--- src/rtl/lidar_scan_response_decoder_assert.svh ---
// Assertion macros used by the decoder back end (lsrd_back).
// Each macro expects a clock named clk and a reset named rst in scope.
`ifndef LIDAR_SCAN_RESPONSE_DECODER_ASSERT_SVH
`define LIDAR_SCAN_RESPONSE_DECODER_ASSERT_SVH

// Condition holds at every clock edge outside reset.
`define LSRD_ASSERT_ALWAYS(lbl, cond, msg) \
  lbl: assert property (@(posedge clk) disable iff (rst) (cond)) else $error(msg);

// Antecedent at one edge implies consequent at the next edge.
`define LSRD_ASSERT_NEXT(lbl, ante, cons, msg) \
  lbl: assert property (@(posedge clk) disable iff (rst) (ante) |=> (cons)) else $error(msg);

`endif

--- src/rtl/lsrd_pkg.sv ---
`timescale 1ns / 1ps
// ----------------------------------------------------------------------------
// lsrd_pkg
// Types, codes and constants of the scan response decoder.
// ----------------------------------------------------------------------------
package lsrd_pkg;

  localparam int MAX_VALUES  = 1024;
  localparam int CNT_W       = $clog2(MAX_VALUES + 1);
  localparam int POS_W       = 11;
  localparam int DIST_W      = 12;
  localparam int SIX_W       = 6;
  localparam int TAG_LEN     = 5;
  localparam int TAG_W       = $clog2(TAG_LEN);
  localparam int QUEUE_DEPTH = 2;
  localparam int QPTR_W      = $clog2(QUEUE_DEPTH);
  localparam int QCNT_W      = $clog2(QUEUE_DEPTH + 1);

  localparam logic [7:0] CHAR_OFFSET = 8'h30;
  localparam logic [7:0] LF_CHAR     = 8'h0A;
  localparam logic [7:0] STATUS_TAG [TAG_LEN] = '{8'h0A, 8'h39, 8'h39, 8'h62, 8'h0A};

  localparam logic [1:0] FUNC_BYTE    = 2'd0;
  localparam logic [1:0] FUNC_TIMEOUT = 2'd1;
  localparam logic [1:0] FUNC_START   = 2'd2;

  localparam logic [1:0] KIND_DIST = 2'd0;
  localparam logic [1:0] KIND_DONE = 2'd1;
  localparam logic [1:0] KIND_FAIL = 2'd2;

  typedef enum logic [2:0] {
    PH_IDLE,
    PH_TAG,
    PH_SKIP,
    PH_RECORD,
    PH_FAILED
  } phase_t;

  typedef enum logic [2:0] {
    OP_NONE,
    OP_CHAR,
    OP_LF,
    OP_TIMEOUT,
    OP_START
  } op_t;

  typedef struct packed {
    logic [1:0] func;
    logic [7:0] rx_byte;
  } in_item_t;

  typedef struct packed {
    logic [1:0]        kind;
    logic [DIST_W-1:0] distance;
    logic [POS_W-1:0]  position;
    logic              last;
  } out_item_t;

  typedef struct packed {
    op_t                op;
    logic [TAG_LEN-1:0] tag_hit;
    logic [SIX_W-1:0]   value;
  } entry_t;

endpackage

--- src/rtl/lsrd_front.sv ---
`timescale 1ns / 1ps
// ----------------------------------------------------------------------------
// lsrd_front
// Accepts input items, classifies them and precomputes tag hits and the
// six-bit character value for the back end.
// ----------------------------------------------------------------------------
module lsrd_front (
  input  logic               byte_valid,
  output logic               byte_stall,
  input  lsrd_pkg::in_item_t byte_item,
  input  logic               q_full,
  output logic               q_push,
  output lsrd_pkg::entry_t   q_entry
);

  lsrd_pkg::op_t              op;
  logic [7:0]                 diff;
  logic [lsrd_pkg::TAG_LEN-1:0] hits;

  always_comb begin
    case (byte_item.func)
      lsrd_pkg::FUNC_BYTE: begin
        op = (byte_item.rx_byte == lsrd_pkg::LF_CHAR) ? lsrd_pkg::OP_LF : lsrd_pkg::OP_CHAR;
      end
      lsrd_pkg::FUNC_TIMEOUT: op = lsrd_pkg::OP_TIMEOUT;
      lsrd_pkg::FUNC_START:   op = lsrd_pkg::OP_START;
      default:                op = lsrd_pkg::OP_NONE;
    endcase
  end

  always_comb begin
    for (int i = 0; i < lsrd_pkg::TAG_LEN; i++) begin
      hits[i] = (byte_item.rx_byte == lsrd_pkg::STATUS_TAG[i]);
    end
  end

  assign diff       = byte_item.rx_byte - lsrd_pkg::CHAR_OFFSET;
  assign byte_stall = q_full;
  // drop unused function codes here
  assign q_push     = byte_valid && !q_full && (op != lsrd_pkg::OP_NONE);

  always_comb begin
    q_entry.op      = op;
    q_entry.tag_hit = hits;
    q_entry.value   = diff[lsrd_pkg::SIX_W-1:0];
  end

endmodule

--- src/rtl/lsrd_queue.sv ---
`timescale 1ns / 1ps
// ----------------------------------------------------------------------------
// lsrd_queue
// Short register queue between the front and back ends.
// ----------------------------------------------------------------------------
module lsrd_queue (
  input  logic             clk,
  input  logic             rst,
  input  logic             push,
  input  lsrd_pkg::entry_t push_entry,
  output logic             full,
  output logic             nonempty,
  input  logic             pop,
  output lsrd_pkg::entry_t head
);

  lsrd_pkg::entry_t                slots [lsrd_pkg::QUEUE_DEPTH];
  logic [lsrd_pkg::QPTR_W-1:0]     wr_ptr;
  logic [lsrd_pkg::QPTR_W-1:0]     rd_ptr;
  logic [lsrd_pkg::QCNT_W-1:0]     count;

  assign full     = (count == lsrd_pkg::QCNT_W'(lsrd_pkg::QUEUE_DEPTH));
  assign nonempty = (count != '0);
  assign head     = slots[rd_ptr];

  always_ff @(posedge clk) begin
    if (push) begin
      slots[wr_ptr] <= push_entry;
    end
  end

  always_ff @(posedge clk) begin
    if (rst) begin
      wr_ptr <= '0;
      rd_ptr <= '0;
      count  <= '0;
    end else begin
      if (push) begin
        wr_ptr <= (wr_ptr == lsrd_pkg::QPTR_W'(lsrd_pkg::QUEUE_DEPTH - 1)) ? '0 : wr_ptr + 1'b1;
      end
      if (pop) begin
        rd_ptr <= (rd_ptr == lsrd_pkg::QPTR_W'(lsrd_pkg::QUEUE_DEPTH - 1)) ? '0 : rd_ptr + 1'b1;
      end
      case ({push, pop})
        2'b10:   count <= count + 1'b1;
        2'b01:   count <= count - 1'b1;
        default: count <= count;
      endcase
    end
  end

endmodule

--- src/rtl/lsrd_back.sv ---
`timescale 1ns / 1ps
// ----------------------------------------------------------------------------
// lsrd_back
// Scan state machine: tag match, header skip, checksum drop, pairing of
// characters into distances, timeouts, and the registered result stage.
// ----------------------------------------------------------------------------
`include "lidar_scan_response_decoder_assert.svh"

module lsrd_back (
  input  logic                clk,
  input  logic                rst,
  input  logic                q_nonempty,
  input  lsrd_pkg::entry_t    q_head,
  output logic                q_pop,
  output logic                result_valid,
  input  logic                result_stall,
  output lsrd_pkg::out_item_t result_item
);

  lsrd_pkg::phase_t                phase, phase_next;
  logic [lsrd_pkg::TAG_W-1:0]      tag_pos, tag_pos_next;
  logic [lsrd_pkg::SIX_W-1:0]      pending_char, pending_char_next;
  logic                            pending_valid, pending_valid_next;
  logic [lsrd_pkg::SIX_W-1:0]      half_char, half_char_next;
  logic                            half_valid, half_valid_next;
  logic                            prev_was_lf, prev_was_lf_next;
  logic [lsrd_pkg::CNT_W-1:0]      value_count, value_count_next;
  logic                            emit;
  lsrd_pkg::out_item_t             emit_item;
  logic                            out_free;

  assign out_free = !result_valid || !result_stall;
  assign q_pop    = q_nonempty && out_free;

  always_comb begin
    phase_next         = phase;
    tag_pos_next       = tag_pos;
    pending_char_next  = pending_char;
    pending_valid_next = pending_valid;
    half_char_next     = half_char;
    half_valid_next    = half_valid;
    prev_was_lf_next   = prev_was_lf;
    value_count_next   = value_count;
    emit               = 1'b0;
    emit_item          = '0;

    if (q_pop) begin
      case (q_head.op)
        lsrd_pkg::OP_START: begin
          tag_pos_next       = '0;
          pending_char_next  = '0;
          pending_valid_next = 1'b0;
          half_char_next     = '0;
          half_valid_next    = 1'b0;
          prev_was_lf_next   = 1'b0;
          value_count_next   = '0;
          phase_next         = lsrd_pkg::PH_TAG;
        end
        lsrd_pkg::OP_TIMEOUT: begin
          if (phase inside {lsrd_pkg::PH_TAG, lsrd_pkg::PH_SKIP, lsrd_pkg::PH_RECORD}) begin
            tag_pos_next       = '0;
            pending_char_next  = '0;
            pending_valid_next = 1'b0;
            half_char_next     = '0;
            half_valid_next    = 1'b0;
            prev_was_lf_next   = 1'b0;
            value_count_next   = '0;
            phase_next         = lsrd_pkg::PH_FAILED;
            emit               = 1'b1;
            emit_item.kind     = lsrd_pkg::KIND_FAIL;
            emit_item.last     = 1'b1;
          end
        end
        lsrd_pkg::OP_CHAR, lsrd_pkg::OP_LF: begin
          case (phase)
            lsrd_pkg::PH_TAG: begin
              if (q_head.tag_hit[tag_pos]) begin
                if (tag_pos == lsrd_pkg::TAG_W'(lsrd_pkg::TAG_LEN - 1)) begin
                  tag_pos_next = '0;
                  phase_next   = lsrd_pkg::PH_SKIP;
                end else begin
                  tag_pos_next = tag_pos + 1'b1;
                end
              end else begin
                tag_pos_next = '0;
              end
            end
            lsrd_pkg::PH_SKIP: begin
              if (q_head.op == lsrd_pkg::OP_LF) begin
                phase_next       = lsrd_pkg::PH_RECORD;
                value_count_next = '0;
              end
            end
            lsrd_pkg::PH_RECORD: begin
              if (q_head.op == lsrd_pkg::OP_LF) begin
                if (prev_was_lf) begin
                  emit               = 1'b1;
                  emit_item.kind     = lsrd_pkg::KIND_DONE;
                  emit_item.position = lsrd_pkg::POS_W'(value_count);
                  emit_item.last     = 1'b1;
                  tag_pos_next       = '0;
                  pending_char_next  = '0;
                  pending_valid_next = 1'b0;
                  half_char_next     = '0;
                  half_valid_next    = 1'b0;
                  prev_was_lf_next   = 1'b0;
                  value_count_next   = '0;
                  phase_next         = lsrd_pkg::PH_IDLE;
                end else begin
                  // drop the line checksum
                  pending_valid_next = 1'b0;
                  prev_was_lf_next   = 1'b1;
                end
              end else begin
                if (pending_valid &&
                    (value_count < lsrd_pkg::CNT_W'(lsrd_pkg::MAX_VALUES))) begin
                  if (!half_valid) begin
                    half_char_next  = pending_char;
                    half_valid_next = 1'b1;
                  end else begin
                    emit               = 1'b1;
                    emit_item.kind     = lsrd_pkg::KIND_DIST;
                    emit_item.distance = {half_char, pending_char};
                    emit_item.position = lsrd_pkg::POS_W'(value_count);
                    value_count_next   = value_count + 1'b1;
                    half_valid_next    = 1'b0;
                  end
                end
                pending_char_next  = q_head.value;
                pending_valid_next = 1'b1;
                prev_was_lf_next   = 1'b0;
              end
            end
            default: begin
            end
          endcase
        end
        default: begin
        end
      endcase
    end
  end

  always_ff @(posedge clk) begin
    if (rst) begin
      phase         <= lsrd_pkg::PH_IDLE;
      tag_pos       <= '0;
      pending_char  <= '0;
      pending_valid <= 1'b0;
      half_char     <= '0;
      half_valid    <= 1'b0;
      prev_was_lf   <= 1'b0;
      value_count   <= '0;
      result_valid  <= 1'b0;
    end else begin
      phase         <= phase_next;
      tag_pos       <= tag_pos_next;
      pending_char  <= pending_char_next;
      pending_valid <= pending_valid_next;
      half_char     <= half_char_next;
      half_valid    <= half_valid_next;
      prev_was_lf   <= prev_was_lf_next;
      value_count   <= value_count_next;
      if (emit) begin
        result_valid <= 1'b1;
      end else if (!result_stall) begin
        result_valid <= 1'b0;
      end
    end
  end

  always_ff @(posedge clk) begin
    if (emit) begin
      result_item <= emit_item;
    end
  end

  `LSRD_ASSERT_ALWAYS(a_count_cap, value_count <= lsrd_pkg::CNT_W'(lsrd_pkg::MAX_VALUES), "value count beyond capacity")
  `LSRD_ASSERT_ALWAYS(a_tag_pos_range, tag_pos < lsrd_pkg::TAG_W'(lsrd_pkg::TAG_LEN), "tag position out of range")
  `LSRD_ASSERT_ALWAYS(a_last_on_end, !result_valid || (result_item.last == (result_item.kind != lsrd_pkg::KIND_DIST)), "last flag disagrees with kind")
  `LSRD_ASSERT_NEXT(a_timeout_fails, q_pop && (q_head.op == lsrd_pkg::OP_TIMEOUT) && (phase == lsrd_pkg::PH_RECORD), (phase == lsrd_pkg::PH_FAILED) && result_valid && (result_item.kind == lsrd_pkg::KIND_FAIL), "timeout in record did not fail the scan")

endmodule

--- src/rtl/lidar_scan_response_decoder.sv ---
`timescale 1ns / 1ps
// ----------------------------------------------------------------------------
// lidar_scan_response_decoder
// A result passes the queue and the registered result stage, after entries
// queued ahead of it. Throughput: one item per cycle while byte_stall is
// low; the back end retires one queue entry a cycle unless result_stall
// holds it. A two-entry queue between front and back absorbs output stalls.
// Reset (rst, synchronous): decoder idle, queue and result stage empty.
// ----------------------------------------------------------------------------
module lidar_scan_response_decoder (
  input  logic                clk,
  input  logic                rst,
  input  logic                byte_valid,
  output logic                byte_stall,
  input  lsrd_pkg::in_item_t  byte_item,
  output logic                result_valid,
  input  logic                result_stall,
  output lsrd_pkg::out_item_t result_item
);

  logic             q_full;
  logic             q_push;
  logic             q_nonempty;
  logic             q_pop;
  lsrd_pkg::entry_t q_in;
  lsrd_pkg::entry_t q_head;

  lsrd_front u_front (
    .byte_valid (byte_valid),
    .byte_stall (byte_stall),
    .byte_item  (byte_item),
    .q_full     (q_full),
    .q_push     (q_push),
    .q_entry    (q_in)
  );

  lsrd_queue u_queue (
    .clk        (clk),
    .rst        (rst),
    .push       (q_push),
    .push_entry (q_in),
    .full       (q_full),
    .nonempty   (q_nonempty),
    .pop        (q_pop),
    .head       (q_head)
  );

  lsrd_back u_back (
    .clk          (clk),
    .rst          (rst),
    .q_nonempty   (q_nonempty),
    .q_head       (q_head),
    .q_pop        (q_pop),
    .result_valid (result_valid),
    .result_stall (result_stall),
    .result_item  (result_item)
  );

endmodule
--- config.mk ---
export PLATFORM = sky130hd
export DESIGN_NAME = lidar_scan_response_decoder
export DESIGN_NICKNAME = d
export VERILOG_FILES = /design/src/rtl/lsrd_pkg.sv /design/src/rtl/lsrd_front.sv /design/src/rtl/lsrd_queue.sv /design/src/rtl/lsrd_back.sv /design/src/rtl/lidar_scan_response_decoder.sv
export VERILOG_INCLUDE_DIRS = /design/src /design/src/rtl
export SDC_FILE = /design/constraint.sdc
export NUM_CORES = 1
export LEC_CHECK = 0
export ABC_AREA = 1
export BUFFER_PORTS_ARGS = -buffer_cell sky130_fd_sc_hd__buf_2
export CORE_ASPECT_RATIO = 0.6
export CORE_UTILIZATION = 45
export DETAILED_ROUTE_END_ITERATION = 8
export PLACE_DENSITY_LB_ADDON = 0.25
export RECOVER_POWER = 50
export SYNTH_ARGS = -nofsm -noshare
export SYNTH_HDL_FRONTEND = slang
export SYNTH_SLANG_ARGS = --single-unit
export TNS_END_PERCENT = 1
--- constraint.sdc ---
create_clock -name clk -period 2.9 [get_ports clk]
set_clock_uncertainty 0.1 [all_clocks]
set_input_delay 0.58 -clock clk [delete_from_list [all_inputs] [get_ports clk]]
set_output_delay 0.58 -clock clk [all_outputs]
set_load 0.03 [all_outputs]
==> flow_summary.json <==
{
  "area_growth_pct": 13.7,
  "critPathCaptureType": "flip-flop",
  "min_path_type": "reg -> reg",
  "finalSetupViolations": 0,
  "synth-edff-count": 50,
  "powerDensity_nw_per_um2": 900,
  "clkLatencyLatePin_ns": 0.34,
  "drv_cap": 0,
  "viasPerCell": 4.93,
  "holdWs_ns": 0.353,
  "cp_common_cell": "nand2_1",
  "p_leak_nw": 1.89,
  "drc": 0,
  "cpMaxStageDelayCell": "dfxtp_1",
  "syn_area_um2": 4380,
  "clkTransAtPathRegs_ns": 0.06,
  "gr-total-overflow": 0,
  "syn_avg_cell_area_um2": 8.58,
  "p_sw_frac": 0.391,
  "first_iter_violations": 211,
  "relSlewSlack": 0.508,
  "min_from": "u_queue.rd_ptr",
  "synth_area_leader_cell": "edfxtp_1",
  "seq_area_um2": 2260,
  "async_flop_share": 0,
  "max_freq_ghz": 0.407,
  "cts.path.max_buffers": 2,
  "critical_path_class": "reg -> reg",
  "syn_inst": 511,
  "wl_um": 9300,
  "dieArea_um2": 10200,
  "gp_congestion": 0.977,
  "cts_sinks": 88,
  "p_int_mw": 2.73,
  "antennaDiodeCount": 0,
  "synth_nets": 532,
  "cp_slowest_stage_delay_ns": 0.54,
  "synth_seq_cells": 88,
  "grt_max_degree": 28,
  "final_max_slew_viol_count": 0,
  "io-pin-count": 42,
  "cp_max_fo": 26,
  "grt_usage": 0.203,
  "p_sw_mw": 1.75,
  "pwr-share-seq": 0.375,
  "cp_num_buf_inv": 2,
  "antenna_found_initial": 0,
  "clockRootBuffer": "clkbuf_16",
  "holdBufCountCts": 0,
  "coreArea_um2": 9320,
  "cp_cell_sequence": "nand2_1, nand2_1, nand3_4, nand2_4, nand4_1, nand2_1, nand2_1, inv_1, buf_4",
  "synth_area_leaders": "edfxtp_1, dfxtp_1, nand2_1",
  "hold_violations": 0,
  "ys_warn_count": 0,
  "start_util": 0.470,
  "dp_hpwl_um": 6910,
  "synth_top_area_frac": 0.343,
  "crit_arrival_ns": 2.37,
  "worst_slew_pin_slew_ns": 0.739,
  "critical_path.top_delay_family": "simple AND/OR/NAND/NOR gates",
  "drive_above_1_share": 0.128,
  "pwr-share-comb": 0.344,
  "setup_tns_ns": 0,
  "clkPwrFrac": 0.281,
  "htreeDepth": 3,
  "numPortBuffers": 41,
  "period_minus_slack_ns": 2.46,
  "fin_nets": 578,
  "start_kind": "flip-flop",
  "cts_inserted_buffers": 9,
  "synthFlopType": "edfxtp_1",
  "rows": 27,
  "rsz0062_at_grt": "no",
  "drt_pre_antenna_iters": 5,
  "die_w_um": 129,
  "fillers": 879,
  "worstPathRequired_ns": 2.81,
  "ctsResizeCount": 0,
  "grt_pass1_wl_um": 15500,
  "num_vias": 3415,
  "first_global_vias": 3075,
  "wire_per_inst_um": 13.4,
  "status": "finished, final reports clean",
  "cts_tree": "yes",
  "cts_setup_buffers": 0,
  "finalCritPeriodShare": 0.848,
  "vdd_drop_max_mv": 0.650,
  "ys_seq_area_frac": 0.516,
  "final_antenna_net_count": 0,
  "die_h_um": 78.4,
  "synth_cell_type_count": 37,
  "multi_input_area_um2": 1760
}
kinds of logic (layout without fill, tap and decap cells):
group                    after synthesis  in the layout  share of synthesized area
AO/OA/AOI/OAI                         53             53                     0.0642
XOR/XNOR                               1              1                    0.00200
adder cells (fa/ha/maj)                7              7                     0.0200
buffers and inverters                 79            130                     0.0814
flip-flops                            88             88                      0.516
AND/OR/NAND/NOR                      283            283                      0.316
flip-flops by register name, indices dropped and copies added, names as in the netlist, 2 cells and up, named ones only:
| name | cells |
|---|---|
| u_back.result_item | 26 |
| u_queue.slots | 24 |
| u_back.value_count | 11 |
| u_back.half_char | 6 |
| u_back.pending_char | 6 |
| u_back.phase | 3 |
| u_back.tag_pos | 3 |
| u_queue.count | 2 |
worst paths after layout:
path	to	slack, ns	cells past startpoint
max	u_back.result_item[15]	0.44	9
min	u_queue.rd_ptr	0.35	1
max reg2reg	u_back.result_item[15]	0.44	9
min reg2reg	u_queue.rd_ptr	0.35	1
synth_stat cells, types with 2 or more instances:
cell and instances:
nor2_2 2, edfxtp_1 50, o21ai_0 14, buf_6 3, nor2_1 75, nand3_2 3, nand3_4 5, inv_1 59
nand2_4 9, dfxtp_1 38, a21oi_1 25, ha_1 7, buf_2 4, o21ai_1 9, nand4_1 5, nand3_1 34
nand2_2 11, nor3_1 24, inv_2 3, clkbuf_1 5, or2_2 3, nand2_1 106, nor2_4 3
placed cells by master (no fill, tap or decap), types with 7 or more instances in the layout:
cell	count
a21oi_1	25
buf_2	8
clkbuf_1	36
clkbuf_16	9
dfxtp_1	38
edfxtp_1	50
ha_1	7
inv_1	59
nand2_1	107
nand2_2	11
nand2_4	8
nand3_1	34
nor2_1	75
nor3_1	24
o21ai_0	14
o21ai_1	9
area by class of cell:
type | count | share of cell area
clock buffer | 9 | 0.0452
clock inverter | 7 | 0.0213
inverter | 65 | 0.0515
multi-input combinational | 344 | 0.353
sequential | 88 | 0.454
tap | 130 | 0.0326
timing repair buffer | 49 | 0.0427
metrics by stage:
stage	total power [mW]	cells	util	worst slack (ns)	cell area, µm²
after floorplan	2.97	511	-	0.747	4380
after global placement	3.22	676	0.505	0.604	4710
after detailed placement	3.25	676	0.505	0.536	4710
after CTS	4.52	692	0.541	0.528	5040
after global routing	4.80	692	0.534	0.256	4980
final	4.48	692	0.534	0.442	4980
worst register-to-register path, cell delays in order, from the launching register on:
cell and delay [ns]:
dfxtp_1 0.54, nand2_1 0.09, nand2_1 0.24, nand3_4 0.25, nand2_4 0.21, nand4_1 0.14
nand2_1 0.08, nand2_1 0.07, inv_1 0.08, buf_4 0.31
power groups by stage:
stage          sequential [mW]  combinational [mW]  clock (mW)
6_report                  1.68                1.54        1.26
2_1_floorplan             1.68                1.29           0
4_1_cts                   1.68                1.56        1.29
3_3_place_gp              1.70                1.52           0
5_1_grt                   1.71                1.75        1.34
3_5_place_dp              1.70                1.55           0
per-layer routing:
| metal | GRT usage | part of all wire | up-vias | routed length, µm |
|---|---|---|---|---|
| met3 | 0.0477 | 0.074 | 10 | 686 |
| li1 | - | - | 1759 | - |
| met5 | 0 | 0 | - | 0 |
| met2 | 0.264 | 0.37 | 111 | 3420 |
| met4 | 0.0709 | 0.012 | 0 | 116 |
| met1 | 0.318 | 0.55 | 1535 | 5080 |
Note: power is estimated with default switching activity, not from simulation.
